### src/design/hzd_pkg.sv
package hzd_pkg;

  // Result kinds
  typedef enum logic [1:0] {
    KIND_DIRECT = 2'd0,
    KIND_PAIR   = 2'd1,
    KIND_NOMAP  = 2'd2
  } hzd_kind_e;

  // Byte codes and ranges of the HZ stream
  localparam logic [7:0]  ChTilde    = 8'h7E;
  localparam logic [7:0]  ChOpen     = 8'h7B;
  localparam logic [7:0]  ChClose    = 8'h7D;
  localparam logic [7:0]  SevenLo    = 8'h21;
  localparam logic [7:0]  SevenHi    = 8'h7E;
  localparam logic [7:0]  EightLo    = 8'h81;
  localparam logic [7:0]  EightHi    = 8'hFE;
  localparam logic [7:0]  TrailLo    = 8'h40;
  localparam logic [7:0]  SpaceCh    = 8'h20;
  localparam logic [7:0]  HighBit    = 8'h80;
  localparam logic [15:0] NomapCode  = 16'hFFFD;

  // Default depth of the result queue (at least 2)
  localparam int unsigned OutDepthDef = 4;

  typedef struct packed {
    hzd_kind_e   kind;
    logic [15:0] code;
    logic        last;
  } hzd_result_t;

  typedef struct packed {
    logic       gb_mode;
    logic       lead_pending;
    logic [7:0] lead_byte;
    logic       char_seen;
  } hzd_state_t;

endpackage

### src/design/hzd_decode.sv
module hzd_decode
  import hzd_pkg::*;
(
  input  hzd_state_t  st_i,
  input  logic [7:0]  byte_i,
  output hzd_state_t  st_o,
  output hzd_result_t res0_o,
  output hzd_result_t res1_o,
  output logic [1:0]  res_cnt_o
);

  logic        e0_vld;
  hzd_kind_e   e0_kind;
  logic [15:0] e0_code;
  logic        e1_vld;
  hzd_kind_e   e1_kind;
  logic [15:0] e1_code;
  logic        fresh;
  logic        is_lead;
  logic [7:0]  lead;
  logic        printable;

  // Classify the byte as a fresh lead under the current mode
  assign is_lead = (byte_i == ChTilde) ||
                   (st_i.gb_mode && (((byte_i >= SevenLo) && (byte_i <= SevenHi)) ||
                                     ((byte_i >= EightLo) && (byte_i <= EightHi))));
  assign lead      = st_i.lead_byte;
  assign printable = !byte_i[7] && (byte_i > SpaceCh);

  // Resolve a pending lead, then handle the byte fresh where needed
  always_comb begin
    st_o    = st_i;
    e0_vld  = 1'b0;
    e0_kind = KIND_NOMAP;
    e0_code = NomapCode;
    e1_vld  = 1'b0;
    e1_kind = KIND_NOMAP;
    e1_code = NomapCode;
    fresh   = 1'b0;

    if (!st_i.lead_pending) begin
      fresh = 1'b1;
    end else begin
      st_o.lead_pending = 1'b0;
      st_o.lead_byte    = '0;
      if (lead[7]) begin
        e0_vld = 1'b1;
        if ((lead >= EightLo) && (lead <= EightHi) &&
            (byte_i >= TrailLo) && (byte_i <= EightHi)) begin
          e0_kind = KIND_PAIR;
          e0_code = {lead, byte_i};
        end
        st_o.char_seen = 1'b1;
      end else if (lead == ChTilde) begin
        if (byte_i == ChOpen) begin
          st_o.gb_mode   = 1'b1;
          st_o.char_seen = 1'b0;
        end else if (byte_i == ChClose) begin
          st_o.gb_mode   = 1'b0;
          e0_vld         = !st_i.char_seen;
          st_o.char_seen = 1'b0;
        end else if (byte_i == ChTilde) begin
          e0_vld         = 1'b1;
          e0_kind        = KIND_DIRECT;
          e0_code        = {8'h00, ChTilde};
          st_o.char_seen = 1'b1;
        end else begin
          // Undefined escape: flag it in ASCII mode or when the byte is printable, then reprocess the byte
          e0_vld = printable || !st_i.gb_mode;
          fresh  = 1'b1;
        end
      end else if (st_i.gb_mode) begin
        e0_vld = 1'b1;
        if ((lead >= SevenLo) && (lead <= SevenHi) &&
            (byte_i >= SevenLo) && (byte_i <= SevenHi)) begin
          e0_kind = KIND_PAIR;
          e0_code = {lead | HighBit, byte_i | HighBit};
        end
        st_o.char_seen = 1'b1;
      end else begin
        e0_vld = 1'b1;
      end
    end

    if (fresh) begin
      if (is_lead) begin
        st_o.lead_pending = 1'b1;
        st_o.lead_byte    = byte_i;
      end else begin
        e1_vld = 1'b1;
        if (!byte_i[7]) begin
          e1_kind = KIND_DIRECT;
          e1_code = {8'h00, byte_i};
        end
      end
    end
  end

  // Pack results in order and mark the final one
  always_comb begin
    res0_o    = '{kind: e0_kind, code: e0_code, last: 1'b1};
    res1_o    = '{kind: e1_kind, code: e1_code, last: 1'b1};
    res_cnt_o = 2'd0;
    if (e0_vld && e1_vld) begin
      res0_o.last = 1'b0;
      res_cnt_o   = 2'd2;
    end else if (e0_vld) begin
      res_cnt_o = 2'd1;
    end else if (e1_vld) begin
      res0_o    = res1_o;
      res_cnt_o = 2'd1;
    end
  end

endmodule

### src/design/hzd_out_fifo.sv
module hzd_out_fifo
  import hzd_pkg::*;
#(
  parameter int unsigned Depth = OutDepthDef
) (
  input  logic        clk_i,
  input  logic        rst_ni,
  input  hzd_result_t res0_i,
  input  hzd_result_t res1_i,
  input  logic [1:0]  push_cnt_i,
  input  logic        pop_i,
  output hzd_result_t head_o,
  output logic        not_empty_o,
  output logic        almost_full_o
);

  localparam int unsigned PtrW = (Depth > 1) ? $clog2(Depth) : 1;
  localparam int unsigned CntW = $clog2(Depth + 1);
  localparam logic [PtrW-1:0] LastPtr = PtrW'(Depth - 1);
  localparam logic [CntW-1:0] StallAt = CntW'(Depth - 2);

  hzd_result_t     mem_q [Depth];
  logic [PtrW-1:0] wr_ptr_q, wr_ptr_d, wr_nxt, rd_ptr_q, rd_ptr_d;
  logic [CntW-1:0] cnt_q, cnt_d;

  function automatic logic [PtrW-1:0] ptr_inc(input logic [PtrW-1:0] p);
    ptr_inc = (p == LastPtr) ? '0 : p + PtrW'(1);
  endfunction

  assign wr_nxt = ptr_inc(wr_ptr_q);

  // Advance pointers and occupancy
  always_comb begin
    wr_ptr_d = wr_ptr_q;
    if (push_cnt_i == 2'd1) begin
      wr_ptr_d = wr_nxt;
    end else if (push_cnt_i == 2'd2) begin
      wr_ptr_d = ptr_inc(wr_nxt);
    end
    rd_ptr_d = pop_i ? ptr_inc(rd_ptr_q) : rd_ptr_q;
    cnt_d    = cnt_q + CntW'(push_cnt_i) - CntW'(pop_i);
  end

  always_ff @(posedge clk_i or negedge rst_ni) begin
    if (!rst_ni) begin
      wr_ptr_q <= '0;
      rd_ptr_q <= '0;
      cnt_q    <= '0;
    end else begin
      wr_ptr_q <= wr_ptr_d;
      rd_ptr_q <= rd_ptr_d;
      cnt_q    <= cnt_d;
    end
  end

  // Store up to two results per cycle
  always_ff @(posedge clk_i) begin
    if (push_cnt_i != 2'd0) begin
      mem_q[wr_ptr_q] <= res0_i;
    end
    if (push_cnt_i == 2'd2) begin
      mem_q[wr_nxt] <= res1_i;
    end
  end

  assign head_o        = mem_q[rd_ptr_q];
  assign not_empty_o   = (cnt_q != '0);
  assign almost_full_o = (cnt_q > StallAt);

endmodule

### src/design/hz_gb2312_stream_decoder.sv
// HZ / GB2312 stream decoder.
// Input channel: one byte of an HZ encoded stream per request on
// in_byte_i, with in_valid_i / in_stall_o. Output channel: results on
// kind_o, code_o and last_o with out_valid_o / out_stall_i. A byte gives
// zero, one or two results; last_o marks the final result of a byte.
// Kind 0 is a direct character, kind 1 a GB code pair (lead in the upper
// byte) for an external table, kind 2 a no-mapping result (0xFFFD).
// Results are written into the result queue when their byte is
// accepted and shown from its head. Throughput: one byte per cycle
// while in_stall_o is low; decoding is a single combinational pass
// from the mode/lead state into a small result queue. The queue takes
// two results per cycle and drains one, so a stream of two-result
// bytes is bounded by the single output port.
// in_stall_o rises when the queue cannot take two more results; while the
// receiver stalls, the head result holds and bytes are accepted until the
// queue fills. Reset returns to ASCII mode with no pending lead byte and
// an empty queue.
module hz_gb2312_stream_decoder
  import hzd_pkg::*;
#(
  parameter int unsigned OutDepth = OutDepthDef
) (
  input  logic        clk_i,
  input  logic        rst_ni,
  input  logic        in_valid_i,
  output logic        in_stall_o,
  input  logic [7:0]  in_byte_i,
  output logic        out_valid_o,
  input  logic        out_stall_i,
  output logic [1:0]  kind_o,
  output logic [15:0] code_o,
  output logic        last_o
);

  hzd_state_t  st_q, st_d, st_nxt;
  hzd_result_t res0, res1, head;
  logic [1:0]  res_cnt, push_cnt;
  logic        in_acc, pop, almost_full;

  assign in_acc = in_valid_i && !in_stall_o;
  assign pop    = out_valid_o && !out_stall_i;

  hzd_decode u_decode (
    .st_i      (st_q),
    .byte_i    (in_byte_i),
    .st_o      (st_nxt),
    .res0_o    (res0),
    .res1_o    (res1),
    .res_cnt_o (res_cnt)
  );

  // Hold decoder state unless a byte is accepted
  assign st_d     = in_acc ? st_nxt : st_q;
  assign push_cnt = in_acc ? res_cnt : 2'd0;

  always_ff @(posedge clk_i or negedge rst_ni) begin
    if (!rst_ni) begin
      st_q <= '0;
    end else begin
      st_q <= st_d;
    end
  end

  hzd_out_fifo #(
    .Depth (OutDepth)
  ) u_out_fifo (
    .clk_i         (clk_i),
    .rst_ni        (rst_ni),
    .res0_i        (res0),
    .res1_i        (res1),
    .push_cnt_i    (push_cnt),
    .pop_i         (pop),
    .head_o        (head),
    .not_empty_o   (out_valid_o),
    .almost_full_o (almost_full)
  );

  assign in_stall_o = almost_full;
  assign kind_o     = head.kind;
  assign code_o     = head.code;
  assign last_o     = head.last;

  // A non-tilde lead can only be pending in GB mode
  a_lead_mode: assert property (@(posedge clk_i) disable iff (!rst_ni)
    (st_q.lead_pending && !st_q.gb_mode) |-> (st_q.lead_byte == ChTilde))
    else $error("non-tilde lead pending in ASCII mode");

  // No-mapping results always carry the replacement code
  a_nomap_code: assert property (@(posedge clk_i) disable iff (!rst_ni)
    (out_valid_o && (kind_o == KIND_NOMAP)) |-> (code_o == NomapCode))
    else $error("no-mapping result with wrong code");

  // A two-result byte never ends on its first result
  a_pair_order: assert property (@(posedge clk_i) disable iff (!rst_ni)
    (in_acc && (res_cnt == 2'd2)) |-> (!res0.last && res1.last))
    else $error("result ordering broken for two-result byte");

  // Pair codes always have the lead high bit set (8-bit trails may be low)
  a_pair_code: assert property (@(posedge clk_i) disable iff (!rst_ni)
    (out_valid_o && (kind_o == KIND_PAIR)) |-> code_o[15])
    else $error("GB pair code without lead high bit");

endmodule

### config.mk
export PLATFORM = sky130hd
export DESIGN_NAME = hz_gb2312_stream_decoder
export DESIGN_NICKNAME = d
export VERILOG_FILES = /design/src/design/hzd_pkg.sv /design/src/design/hzd_decode.sv /design/src/design/hzd_out_fifo.sv /design/src/design/hz_gb2312_stream_decoder.sv
export SDC_FILE = /design/constraint.sdc
export NUM_CORES = 1
export LEC_CHECK = 0
export CAP_MARGIN = 10
export CORE_MARGIN = 8
export CORE_UTILIZATION = 45
export DETAILED_ROUTE_END_ITERATION = 8
export DONT_BUFFER_PORTS = 1
export HOLD_SLACK_MARGIN = 0.12
export PLACE_DENSITY_LB_ADDON = 0.05
export SYNTH_ARGS = -nofsm -noshare
export SYNTH_HDL_FRONTEND = slang
export SYNTH_SLANG_ARGS = --single-unit
export TNS_END_PERCENT = 100
### constraint.sdc
create_clock -name clk_i -period 7.6 [get_ports clk_i]
set_clock_uncertainty 0.15 [all_clocks]
set_input_delay 1.52 -clock clk_i [delete_from_list [all_inputs] [get_ports clk_i]]
set_output_delay 1.52 -clock clk_i [all_outputs]
set_load 0.05 [all_outputs]
==> summary.md, run 1 <==
| Metric | Value |
|---|---|
| Status | finished, final reports clean |
| Final hold viol count | 0 |
| Total congestion overflow | 0 |
| Final Core Density | 48.9% |
| Period utilisation layout | 70.9% |
| Drt wl/cell | 23.2 um |
| DR vias/cell | 6.43 |
| Lkg Pwr | 1.97 nW |
| Hold Path Class | register to register |
| Data arrival, critical path | 5.30 ns |
| Crit-path slowest cell | clkinv_1 |
| Yosys reg bits | 94 |
| F_max | 0.186 GHz |
| RSZ-0062 raised after global routing | no |
| Buffer and inverter count on the worst path | 2 |
| GP Congestion | 0.853 |
| Clock slew at reported path FFs | 0.06 ns |
| Final WL | 13300 um |
| Die area | 15200 um2 |
| Most used cell along the critical path | ha_1 |
| Critical path's top delay family | compound AO/OA/AOI/OAI gates |
| Clock buffer depth | 2 |
| Main flop type after synthesis | edfxtp_1 |
| Drt pass-1 iters | 5 |
| IO Port Bufs | 0 |
| Tmin final | 5.39 ns |
| Synth area leaders | edfxtp_1 39%, dfrtp_1 8.7%, mux4_2 8.2%, ha_1 3.6%, dfxtp_1 3.1% |
| Die height | 123 um |
| Critical Path RT | 7.51 ns |
| Crit path cell chain | nand4_1, o21ai_0, a31oi_1, a211oi_1, nor2b_1, ha_1, nand2_1, ha_1, and2_1, nor2_1, buf_4, clkinv_1, o211ai_2, o21ai_1 |
| Starting Density | 45.9% |
| Gate Count Post-Synth | 446 |
| Worst slew margin | 24.2% |
| Setup TNS | 0 ns |
| Startpoint types | input port |
| Row Count | 39 |
| Critical path peak fanout | 24 |
| Synth area leader | edfxtp_1 |
| Worst slack at placement | 1.89 ns |
| PwrDens | 350 nW/um2 |
| Clk_lat worst skew | 0.34 ns |
| Top-area cell type share of the netlist area | 39.3% |
| Vias in the first global route | 3456 |
| Post-synth EDFFs | 68 |
| Storage cell area | 2650 um2 |
| Final worst setup slack | 2.21 ns |
| Fin. max-slew vios | 0 |
| Synthesis Warnings | 0 |
| Layout cells sized above 1 | 14.2% |
| Cts bufs inserted | 9 |
| Die width | 123 um |
| Post-Syn Area | 5200 um2 |
| Maxcap violations | 0 |
| Worst IR Drop VDD | 271 uV |
| Core box area | 11300 um2 |
| Post-synth cell types | 62 |
| Average size of a mapped cell | 11.7 um2 |
| CP peak stage delay | 0.77 ns |
| Least-Margin Pin Slew | 1.13 ns |
| Setup CP Type | input port to register |
| Commonest cells after routing, fill and taps aside | 68 x edfxtp_1, 36 x nor2_1, 29 x a21oi_1, 29 x o21ai_0 |
| Global Route Usage Sum | 18.1% |
| # hold bufs at CTS | 0 |
| Net Count, Synth | 474 |
| Fill count | 1028 |
| Final setup viols | 0 |
| Largest net degree at the start of global routing | 28 |
| CP endpoint kind | register |
| Nets@finish | 455 |
| CTS Root Cell | clkbuf_16 |
| Post-route ant nets | 0 |
| Initial DRC count | 367 |
| Drc violations | 0 |
| Asr flop ratio synth | 19.1% |
| Multi-input logic area | 2300 um2 |
| Initial antenna violation count | 0 |
| Most common cell after layout, fill and taps aside | edfxtp_1 |
| I/O pin count | 33 |
| Hpwl dp | 9480 um |
| ANT cells | 0 |
| H-tree level count | 3 |
| Seq/Total Area, Yosys | 51.0% |
| CTS tree | yes |
| Post_cts resized | 0 |
| Vias | 3691 |
| First-pass GRT wire length | 20600 um |
| Post-CTS setup buffers | 0 |
| Area grow syn2layout | 6.55% |
| # clock sinks | 94 |
==> layer usage <==
layer,up-vias,global-route usage (%),part of all wire (%)
met3,18,3.93,8.2
met2,158,29.1,46
met1,1823,24.3,44
met4,0,4.74,1.2
li1,1692,-,-
met5,-,0,0
==> final cells by class <==
cell class                      count  area share (%)
Tap cell                          143            3.23
Clock buffer                        9            4.07
Timing Repair Buffer                3           0.407
Multi-Input combinational cell    299            41.5
Clock inverter                      6            1.56
Inverter                           20            1.36
Sequential cell                    94            47.9
==> worst min-delay path: stages, from the launching register on <==
cell and delay [ns]:
dfxtp_1 0.31, nand2_1 0.05, o211ai_1 0.08
==> path summary, 6_finish.rpt <==
| kind | from | endpoint | slack, ns | cells past startpoint |
|---|---|---|---|---|
| setup / recovery | in_byte_i[4] | u_out_fifo.mem_q[0][7] | 2.21 | 14 |
| min in group asynchronous | rst_ni | st_q[8] | 0.72 | 0 |
| hold reg to reg | u_out_fifo.mem_q[0][0] | u_out_fifo.mem_q[0][0] | 0.34 | 2 |
| max in group asynchronous | rst_ni | st_q[2] | 6.50 | 0 |
| hold / removal | u_out_fifo.mem_q[0][0] | u_out_fifo.mem_q[0][0] | 0.34 | 2 |
| setup reg to reg | st_q[5] | u_out_fifo.mem_q[0][7] | 2.71 | 14 |
==> cells by family after synthesis <==
group / share of synthesized area (%)
AO/OA/AOI/OAI: 20.8
XOR/XNOR: 0.674
adder cells (fa/ha/maj): 4.00
buffers and inverters: 4.77
flip-flops: 51.0
multiplexers: 8.89
AND/OR/NAND/NOR: 9.80
==> state kept, by name, indices dropped and copies added, names as in the netlist <==
register	flops
u_out_fifo.cnt_q	3
u_out_fifo.mem_q	76
u_out_fifo.wr_ptr_q	2
u_out_fifo.rd_ptr_q	2
st_q	11
==> per-stage QoR <==
stage / instance area [um2] / hold WS [ns] / instances / power, mW
6_report: 5540 / 0.342 / 574 / 1.94
5_1_grt: 5540 / 0.364 / 574 / 2.03
4_1_cts: 5540 / 0.346 / 574 / 1.96
3_5_place_dp: 5230 / 0.328 / 559 / 1.48
3_3_place_gp: 5230 / 0.327 / 559 / 1.48
2_1_floorplan: 5200 / 0.300 / 446 / 1.36
==> synthesized netlist by cell type (2+ instances only) <==
cell       number
buf_6           3
and3_1          2
buf_4           3
or4_1           2
a211oi_1       18
nor4_1          3
a31oi_1        16
o21ai_2         3
mux4_2         19
o31ai_1         4
ha_1           15
o211ai_1        3
and2_1          6
edfxtp_1       68
a2bb2oi_1       4
o21a_1          2
a21o_1          4
nand2b_1        3
o21ai_1        11
a21oi_1        29
nand3_1         5
a22o_1          8
a31oi_4         3
nand2_2         2
buf_2          11
inv_1          19
buf_1           2
dfrtp_1        18
a31o_2          4
a22oi_1         2
a21oi_2         2
o21ai_0        29
nor2b_1         6
clkbuf_1       13
nand2_1        18
nand4_1         2
nor2_1         36
mux2_2          3
o211ai_2        3
xnor2_1         3
dfxtp_1         8
nor3_1         10
o32ai_1         2
==> power by group <==
part,leakage (nW),internal [mW],switching [mW]
clock,0.153,0.287,0.191
combinational,0.896,0.231,0.501
sequential,0.924,0.658,0.0727
No activity file was read; power rests on OpenSTA's default activity.
==> run 2: changes to the inputs <==
==> constraint.sdc (replaced) <==
create_clock -name clk_i -period 5.7 [get_ports clk_i]
set_clock_uncertainty 0.15 [all_clocks]
set_input_delay 1.14 -clock clk_i [delete_from_list [all_inputs] [get_ports clk_i]]
set_output_delay 1.14 -clock clk_i [all_outputs]
set_load 0.05 [all_outputs]
==> run 2 against run 1 <==
  * Register-to-register slack worse by 1.4 ns
  * Count of clock-buffer cells in the layout did not move
  * Highest routed layer is now met5
  * Global-route usage increased by 0.92 points
  * Worst setup slack got worse by 1.2 ns
  * Clock power up 27%
  * Via count is 0.92% lower
  * Non-clock buffer count increased by 10
  * Flip-flop and latch count is the same
  * Largest power group unchanged
  * Power up 32%
  * Final area increased by 1.1%
==> summary.md, run 2 (synthesized netlist as in run 1, its figures left out) <==
| Metric | Value |
|---|---|
| Status | finished, final reports clean (unchanged) |
| PwrDens | 459 nW/um2 (was 350 nW/um2) |
| Period utilisation layout | 81.4% |
| CP endpoint kind | register (unchanged) |
| Die height | 123 um (unchanged) |
| GP Congestion | 0.886 (was 0.853) |
| Sw power | 1.03 mW (was 764 uW) |
| Commonest cells after routing, fill and taps aside | 68 x edfxtp_1, 36 x nor2_1, 29 x a21oi_1, 29 x o21ai_0 (unchanged) |
| Multi-input logic area | 2300 um2 (unchanged) |
| Clock buffer depth | 2 (unchanged) |
| Reg power frac | 37.8% (was 37.7%) |
| Data arrival, critical path | 4.66 ns (was 5.30 ns) |
| Worst IR Drop VDD | 255 uV (was 271 uV) |
| Global Route Usage Sum | 19.0% (was 18.1%) |
| ANT cells | 0 (unchanged) |
| Initial DRC count | 287 (was 367) |
| Die width | 123 um (unchanged) |
| Row Count | 39 (unchanged) |
| Startpoint types | input port (unchanged) |
| Hpwl dp | 9930 um (was 9480 um) |
| GRT Max-Usage Layer | met2 (unchanged) |
| RSZ-0062 raised after global routing | no (unchanged) |
| Total congestion overflow | 0 (unchanged) |
| Most common cell after layout, fill and taps aside | edfxtp_1 (unchanged) |
| Switching part of the total | 40.3% (was 39.4%) |
| Fin. max-slew vios | 0 (unchanged) |
| Final WL | 13700 um (was 13300 um) |
| Starting Density | 45.9% (unchanged) |
| DR vias/cell | 6.25 (was 6.43) |
| Layout cells sized above 1 | 16.3% (was 14.2%) |
| Clock slew at reported path FFs | 0.07 ns (was 0.06 ns) |
| Drt wl/cell | 23.4 um (was 23.2 um) |
| Cell internal pwr | 1.53 mW (was 1.18 mW) |
| Worst slew margin | 25.9% (was 24.2%) |
| Core box area | 11300 um2 (unchanged) |
| H-tree level count | 3 (unchanged) |
| Final hold viol count | 0 (unchanged) |
| Lkg Pwr | 2.02 nW (was 1.97 nW) |
| First-pass GRT wire length | 21300 um (was 20600 um) |
| Post_cts resized | 0 (unchanged) |
| M2 GR Usage | 29.4% (was 29.1%) |
| CTS tree | yes (unchanged) |
| Cts bufs inserted | 9 (unchanged) |
| Drc violations | 0 (unchanged) |
| F_max | 0.216 GHz |
| Post-DP Area | 5300 um2 (was 5230 um2) |
| # hold bufs at CTS | 0 (unchanged) |
| Fill count | 1043 (was 1028) |
| Least-Margin Pin Slew | 1.11 ns (was 1.13 ns) |
| Post-CTS setup buffers | 0 (unchanged) |
| Nets@finish | 465 (was 455) |
| Critical path peak fanout | 16 (was 24) |
| Largest registers | u_out_fifo.mem_q: 76 flops, st_q: 11 flops, u_out_fifo.cnt_q: 3 flops (unchanged) |
| Logic gate share of total power | 38.6% (was 37.7%) |
| Tmin final | 4.64 ns |
| CTS Root Cell | clkbuf_16 (unchanged) |
| Setup CP Type | input port to register (unchanged) |
| Initial antenna violation count | 1 (was 0) |
| Maxcap violations | 0 (unchanged) |
| Vias in the first global route | 3610 (was 3456) |
| Vias | 3657 (was 3691) |
| Largest reg by FF count | u_out_fifo.mem_q (unchanged) |
| # clock sinks | 94 (unchanged) |
| Clk network pwr share | 23.6% (was 24.6%) |
| Storage cell area | 2650 um2 (unchanged) |
| Final Core Density | 49.4% (was 48.9%) |
| Final setup viols | 0 (unchanged) |
| Max reg flops | 76 (unchanged) |
| Area grow syn2layout | 7.68% (was 6.55%) |
| Post-route ant nets | 0 (unchanged) |
| Clk_lat worst skew | 0.35 ns (was 0.34 ns) |
| Setup TNS | 0 ns (unchanged) |
| Met1 Track Usage GR | 24.9% (was 24.3%) |
| Critical Path RT | 5.72 ns (was 7.51 ns) |
| IO Port Bufs | 0 (unchanged) |
| Final instance area | 5600 um2 (was 5540 um2) |
| Hold Path Class | input port to asynchronous set/reset pin (was register to register) |
| I/O pin count | 33 (unchanged) |
| Die area | 15200 um2 (unchanged) |
| Largest net degree at the start of global routing | 28 (unchanged) |
| Drt pass-1 iters | 4 (was 5) |
| GR Util met3 | 4.79% (was 3.93%) |
run 2: cell types whose count changed in the layout (fill, tap and decap cells not counted), sizes merged:
cell    change
buf        +10
bufinv      -1
inv         +2
run 2: cell type report:
class / count / area share, %
repair buffers: 13 / 1.74
well taps: 143 / 3.20
multi-input cells: 299 / 41.0
inverters: 20 / 1.34
clock buffers: 9 / 4.03
flip-flops and latches: 94 / 47.4
clock inverters: 7 / 1.25
run 2: critical path: stages:
cell and delay (ns):
nand4_1 0.15, o21ai_0 0.41, a31oi_1 0.09, a211oi_1 0.39, nor2b_1 0.22, ha_1 0.28
nand2_1 0.15, ha_1 0.31, nor2b_1 0.33, nor2_1 0.18, inv_1 0.27, buf_4 0.33
o211ai_2 0.19, o21ai_1 0.22
run 2: worst paths after layout:
kind	start	to	slack [ns]	cells past startpoint
max	in_byte_i[4]	u_out_fifo.mem_q[2][3]	1.06	14
min in group clk_i	st_q[0]	st_q[0]	0.34	1
min reg2reg	st_q[0]	st_q[0]	0.34	1
max in group asynchronous	rst_ni	st_q[7]	5.00	0
min	rst_ni	u_out_fifo.wr_ptr_q[1]	0.33	0
max reg2reg	st_q[1]	u_out_fifo.mem_q[2][3]	1.30	15
run 2: power groups by stage:
stage | Clock, mW | Sequential (mW) | Combinational, mW
floorplan | 0 | 0.933 | 0.880
global placement | 0 | 0.982 | 1.00
detailed placement | 0 | 0.988 | 1.01
CTS | 0.618 | 0.974 | 1.01
global route | 0.639 | 0.987 | 1.07
finish | 0.606 | 0.969 | 0.992
run 2: per-stage QoR:
step           instances  setup slack (ns)  total power, mW  hold slack, ns
3_3_place_gp         569             0.809             1.99           0.331
3_5_place_dp         569             0.758             2.00           0.333
6_report             585              1.06             2.57           0.330
2_1_floorplan        446              1.09             1.81           0.300
5_1_grt              585             0.762             2.70           0.310
4_1_cts              585              1.11             2.60           0.310
run 2: per-layer routing:
layer / vias to the layer above / share of wire [%]
met2: 136 / 47
met5: - / 0.088
li1: 1707 / -
met3: 34 / 6.5
met1: 1778 / 44
met4: 2 / 3.1
==> run 3: changes to the inputs <==
==> constraint.sdc (replaced) <==
create_clock -name clk_i -period 4.1 [get_ports clk_i]
set_clock_uncertainty 0.15 [all_clocks]
set_input_delay 0.82 -clock clk_i [delete_from_list [all_inputs] [get_ports clk_i]]
set_output_delay 0.82 -clock clk_i [all_outputs]
set_load 0.05 [all_outputs]
==> run 3 against run 2 <==
  * Sequential power is 39% higher
  * Global-route usage is 0.18 points lower
  * Worst hold slack better by 0.011 ns
  * Critical path type unchanged
  * Largest power group unchanged
  * Worst setup slack worse by 0.57 ns
  * Utilization is 1.1 points higher
  * Power is 36% higher
  * Cell count is 2.9% higher
  * Combinational power is 40% higher
  * Final area is 2.3% higher
  * Register-to-register slack worse by 0.70 ns
  * Non-clock buffer count is 18 higher
==> summary.md, run 3 (synthesized netlist as in run 1, its figures left out) <==
| Metric | Value |
|---|---|
| CTS Root Cell | clkbuf_16 (unchanged) |
| Largest net degree at the start of global routing | 28 (unchanged) |
| Cts bufs inserted | 9 (unchanged) |
| GP Congestion | 0.848 (was 0.886) |
| Commonest cells after routing, fill and taps aside | 68 x edfxtp_1, 34 x nor2_1, 30 x buf_4 (was 68 x edfxtp_1, 36 x nor2_1, 29 x a21oi_1, 29 x o21ai_0) |
| Initial DRC count | 355 (was 287) |
| Final setup viols | 0 (unchanged) |
| Die width | 123 um (unchanged) |
| Final WL | 13600 um (was 13700 um) |
| CP endpoint kind | register (unchanged) |
| DR vias/cell | 6.21 (was 6.25) |
| Starting Density | 45.9% (unchanged) |
| Vias in the first global route | 3613 (was 3610) |
| Worst slew margin | 36.2% (was 25.9%) |
| Critical path peak fanout | 11 (was 16) |
| F_max | 0.277 GHz |
| R2r worst-path depth | 13 (was 15) |
| Drt wl/cell | 22.6 um (was 23.4 um) |
| # clock sinks | 94 (unchanged) |
| Worst hold margin | 0.341 ns (was 0.330 ns) |
| Setup TNS | 0 ns (unchanged) |
| Die area | 15200 um2 (unchanged) |
| Hold Path Class | register to register (was input port to asynchronous set/reset pin) |
| CTS tree | yes (unchanged) |
| Maxcap violations | 0 (unchanged) |
| Period utilisation layout | 88.1% |
| Clock buffer depth | 2 (unchanged) |
| Startpoint types | input port (unchanged) |
| Crit path cell chain | nor4_1, a211o_1, nor2_1, a211oi_1, nor2b_1, ha_1, nand2_1, ha_1, and2_1, nor2_2, clkinvlp_4, o211ai_2, o21ai_0 (was nand4_1, o21ai_0, a31oi_1, a211oi_1, nor2b_1, ha_1, nand2_1, ha_1, nor2b_1, nor2_1, inv_1, buf_4, o211ai_2, o21ai_1) |
| Post_cts resized | 0 (unchanged) |
| Area grow syn2layout | 10.1% (was 7.68%) |
| Drt pass-1 iters | 7 (was 4) |
| Post-route ant nets | 0 (unchanged) |
| Setup CP Type | input port to register (unchanged) |
| Lkg Pwr | 2.08 nW (was 2.02 nW) |
| Tmin final | 3.61 ns |
| First-pass GRT wire length | 21300 um (about the same) |
| Worst IR Drop VDD | 475 uV (was 255 uV) |
| ANT cells | 0 (unchanged) |
| Vias | 3737 (was 3657) |
| Largest registers | u_out_fifo.mem_q: 76 flops, st_q: 11 flops, u_out_fifo.cnt_q: 3 flops (unchanged) |
| H-tree level count | 3 (unchanged) |
| Critical Path RT | 4.02 ns (was 5.72 ns) |
| Core box area | 11300 um2 (unchanged) |
| RSZ-0062 raised after global routing | no (unchanged) |
| Post-DP Area | 5450 um2 (was 5300 um2) |
| Post-CTS setup buffers | 0 (unchanged) |
| CP peak stage delay | 0.38 ns (was 0.41 ns) |
| Most common cell after layout, fill and taps aside | edfxtp_1 (unchanged) |
| Global Route Usage Sum | 18.8% (was 19.0%) |
| Status | finished, final reports clean (unchanged) |
| Row Count | 39 (unchanged) |
| Layout cells sized above 1 | 20.5% (was 16.3%) |
| Fin. max-slew vios | 0 (unchanged) |
| Die height | 123 um (unchanged) |
| Drc violations | 0 (unchanged) |
| Hold depth | 2 |
| Hpwl dp | 10200 um (was 9930 um) |
| Largest reg by FF count | u_out_fifo.mem_q (unchanged) |
| Nets@finish | 483 (was 465) |
| Initial antenna violation count | 0 (was 1) |
| Least-Margin Pin Slew | 0.957 ns (was 1.11 ns) |
| I/O pin count | 33 (unchanged) |
| Total congestion overflow | 0 (unchanged) |
| IO Port Bufs | 0 (unchanged) |
| Crit-path slowest cell | nor4_1 (was o21ai_0) |
| Data arrival, critical path | 3.54 ns (was 4.66 ns) |
| Max reg flops | 76 (unchanged) |
| Final instance area | 5720 um2 (was 5600 um2) |
| Clk_lat worst skew | 0.35 ns (about the same) |
| PwrDens | 612 nW/um2 (was 459 nW/um2) |
| Clock slew at reported path FFs | 0.06 ns (was 0.07 ns) |
| Most used cell along the critical path | ha_1 |
| Final hold viol count | 0 (unchanged) |
-- run 3: cell types whose count changed in the layout (fill, tap and decap cells not counted), moves of 2 or more --
cell / delta
clkinv_4: +2
clkinvlp_4: +3
clkinv_1: -2
inv_6: -3
inv_1: -2
nor2_1: -2
buf_4: +17
-- run 3: what timing repair did --
item                                    4_1_cts  5_1_grt
hold buffers                                  1        0
endpoints found under the setup margin        0        0
hold endpoints to repair                     18        0
-- run 3: metal layers --
| metal | track usage (%) | wire length, um | share of wire, % |
|---|---|---|---|
| met1 | 25.0 | 6120 | 45 |
| met2 | 29.0 | 6260 | 46 |
| met3 | 4.16 | 833 | 6.1 |
| met4 | 8.28 | 383 | 2.8 |
| met5 | 0 | 0 | 0 |
-- run 3: report_power, final --
group	switching (mW)	internal [mW]
Combinational	0.933	0.456
Sequential	0.133	1.22
Clock	0.358	0.406
-- run 3: cell type report --
class | instances | area [um2]
multi-input cells | 299 | 2310
clock buffers | 9 | 225
inverters | 20 | 83.8
fillers | 1004 | 5600
flip-flops and latches | 94 | 2650
repair buffers | 31 | 235
well taps | 143 | 179
clock inverters | 6 | 40.0
-- run 3: path summary, 6_finish.rpt --
check | startpoint | to | slack [ns]
max in group asynchronous | rst_ni | u_out_fifo.rd_ptr_q[0] | 2.40
setup reg to reg | st_q[1] | u_out_fifo.mem_q[3][3] | 0.60
min in group asynchronous | rst_ni | st_q[0] | 0.88
hold reg to reg | u_out_fifo.mem_q[1][0] | u_out_fifo.mem_q[1][0] | 0.34
setup / recovery | in_byte_i[6] | u_out_fifo.mem_q[3][3] | 0.49
hold / removal | u_out_fifo.mem_q[1][0] | u_out_fifo.mem_q[1][0] | 0.34
-- run 3: critical path: cells and delay by family --
kind,cells,cell delay [ns]
AOI/OAI and AO/OA,4,0.89
buffers and inverters,1,0.28
and+or+nand+nor,6,1.11
adders and majority gates,2,0.42
-- run 3: per-stage QoR --
step,worst slack [ns],util (%),cells,power [mW]
6_report,0.488,50.5,602,3.50
5_1_grt,0.247,50.5,602,3.69
4_1_cts,0.514,50.5,602,3.56
3_5_place_dp,0.151,48.1,586,2.79
3_3_place_gp,0.210,48.1,586,2.77
2_1_floorplan,0.000867,-,446,2.53
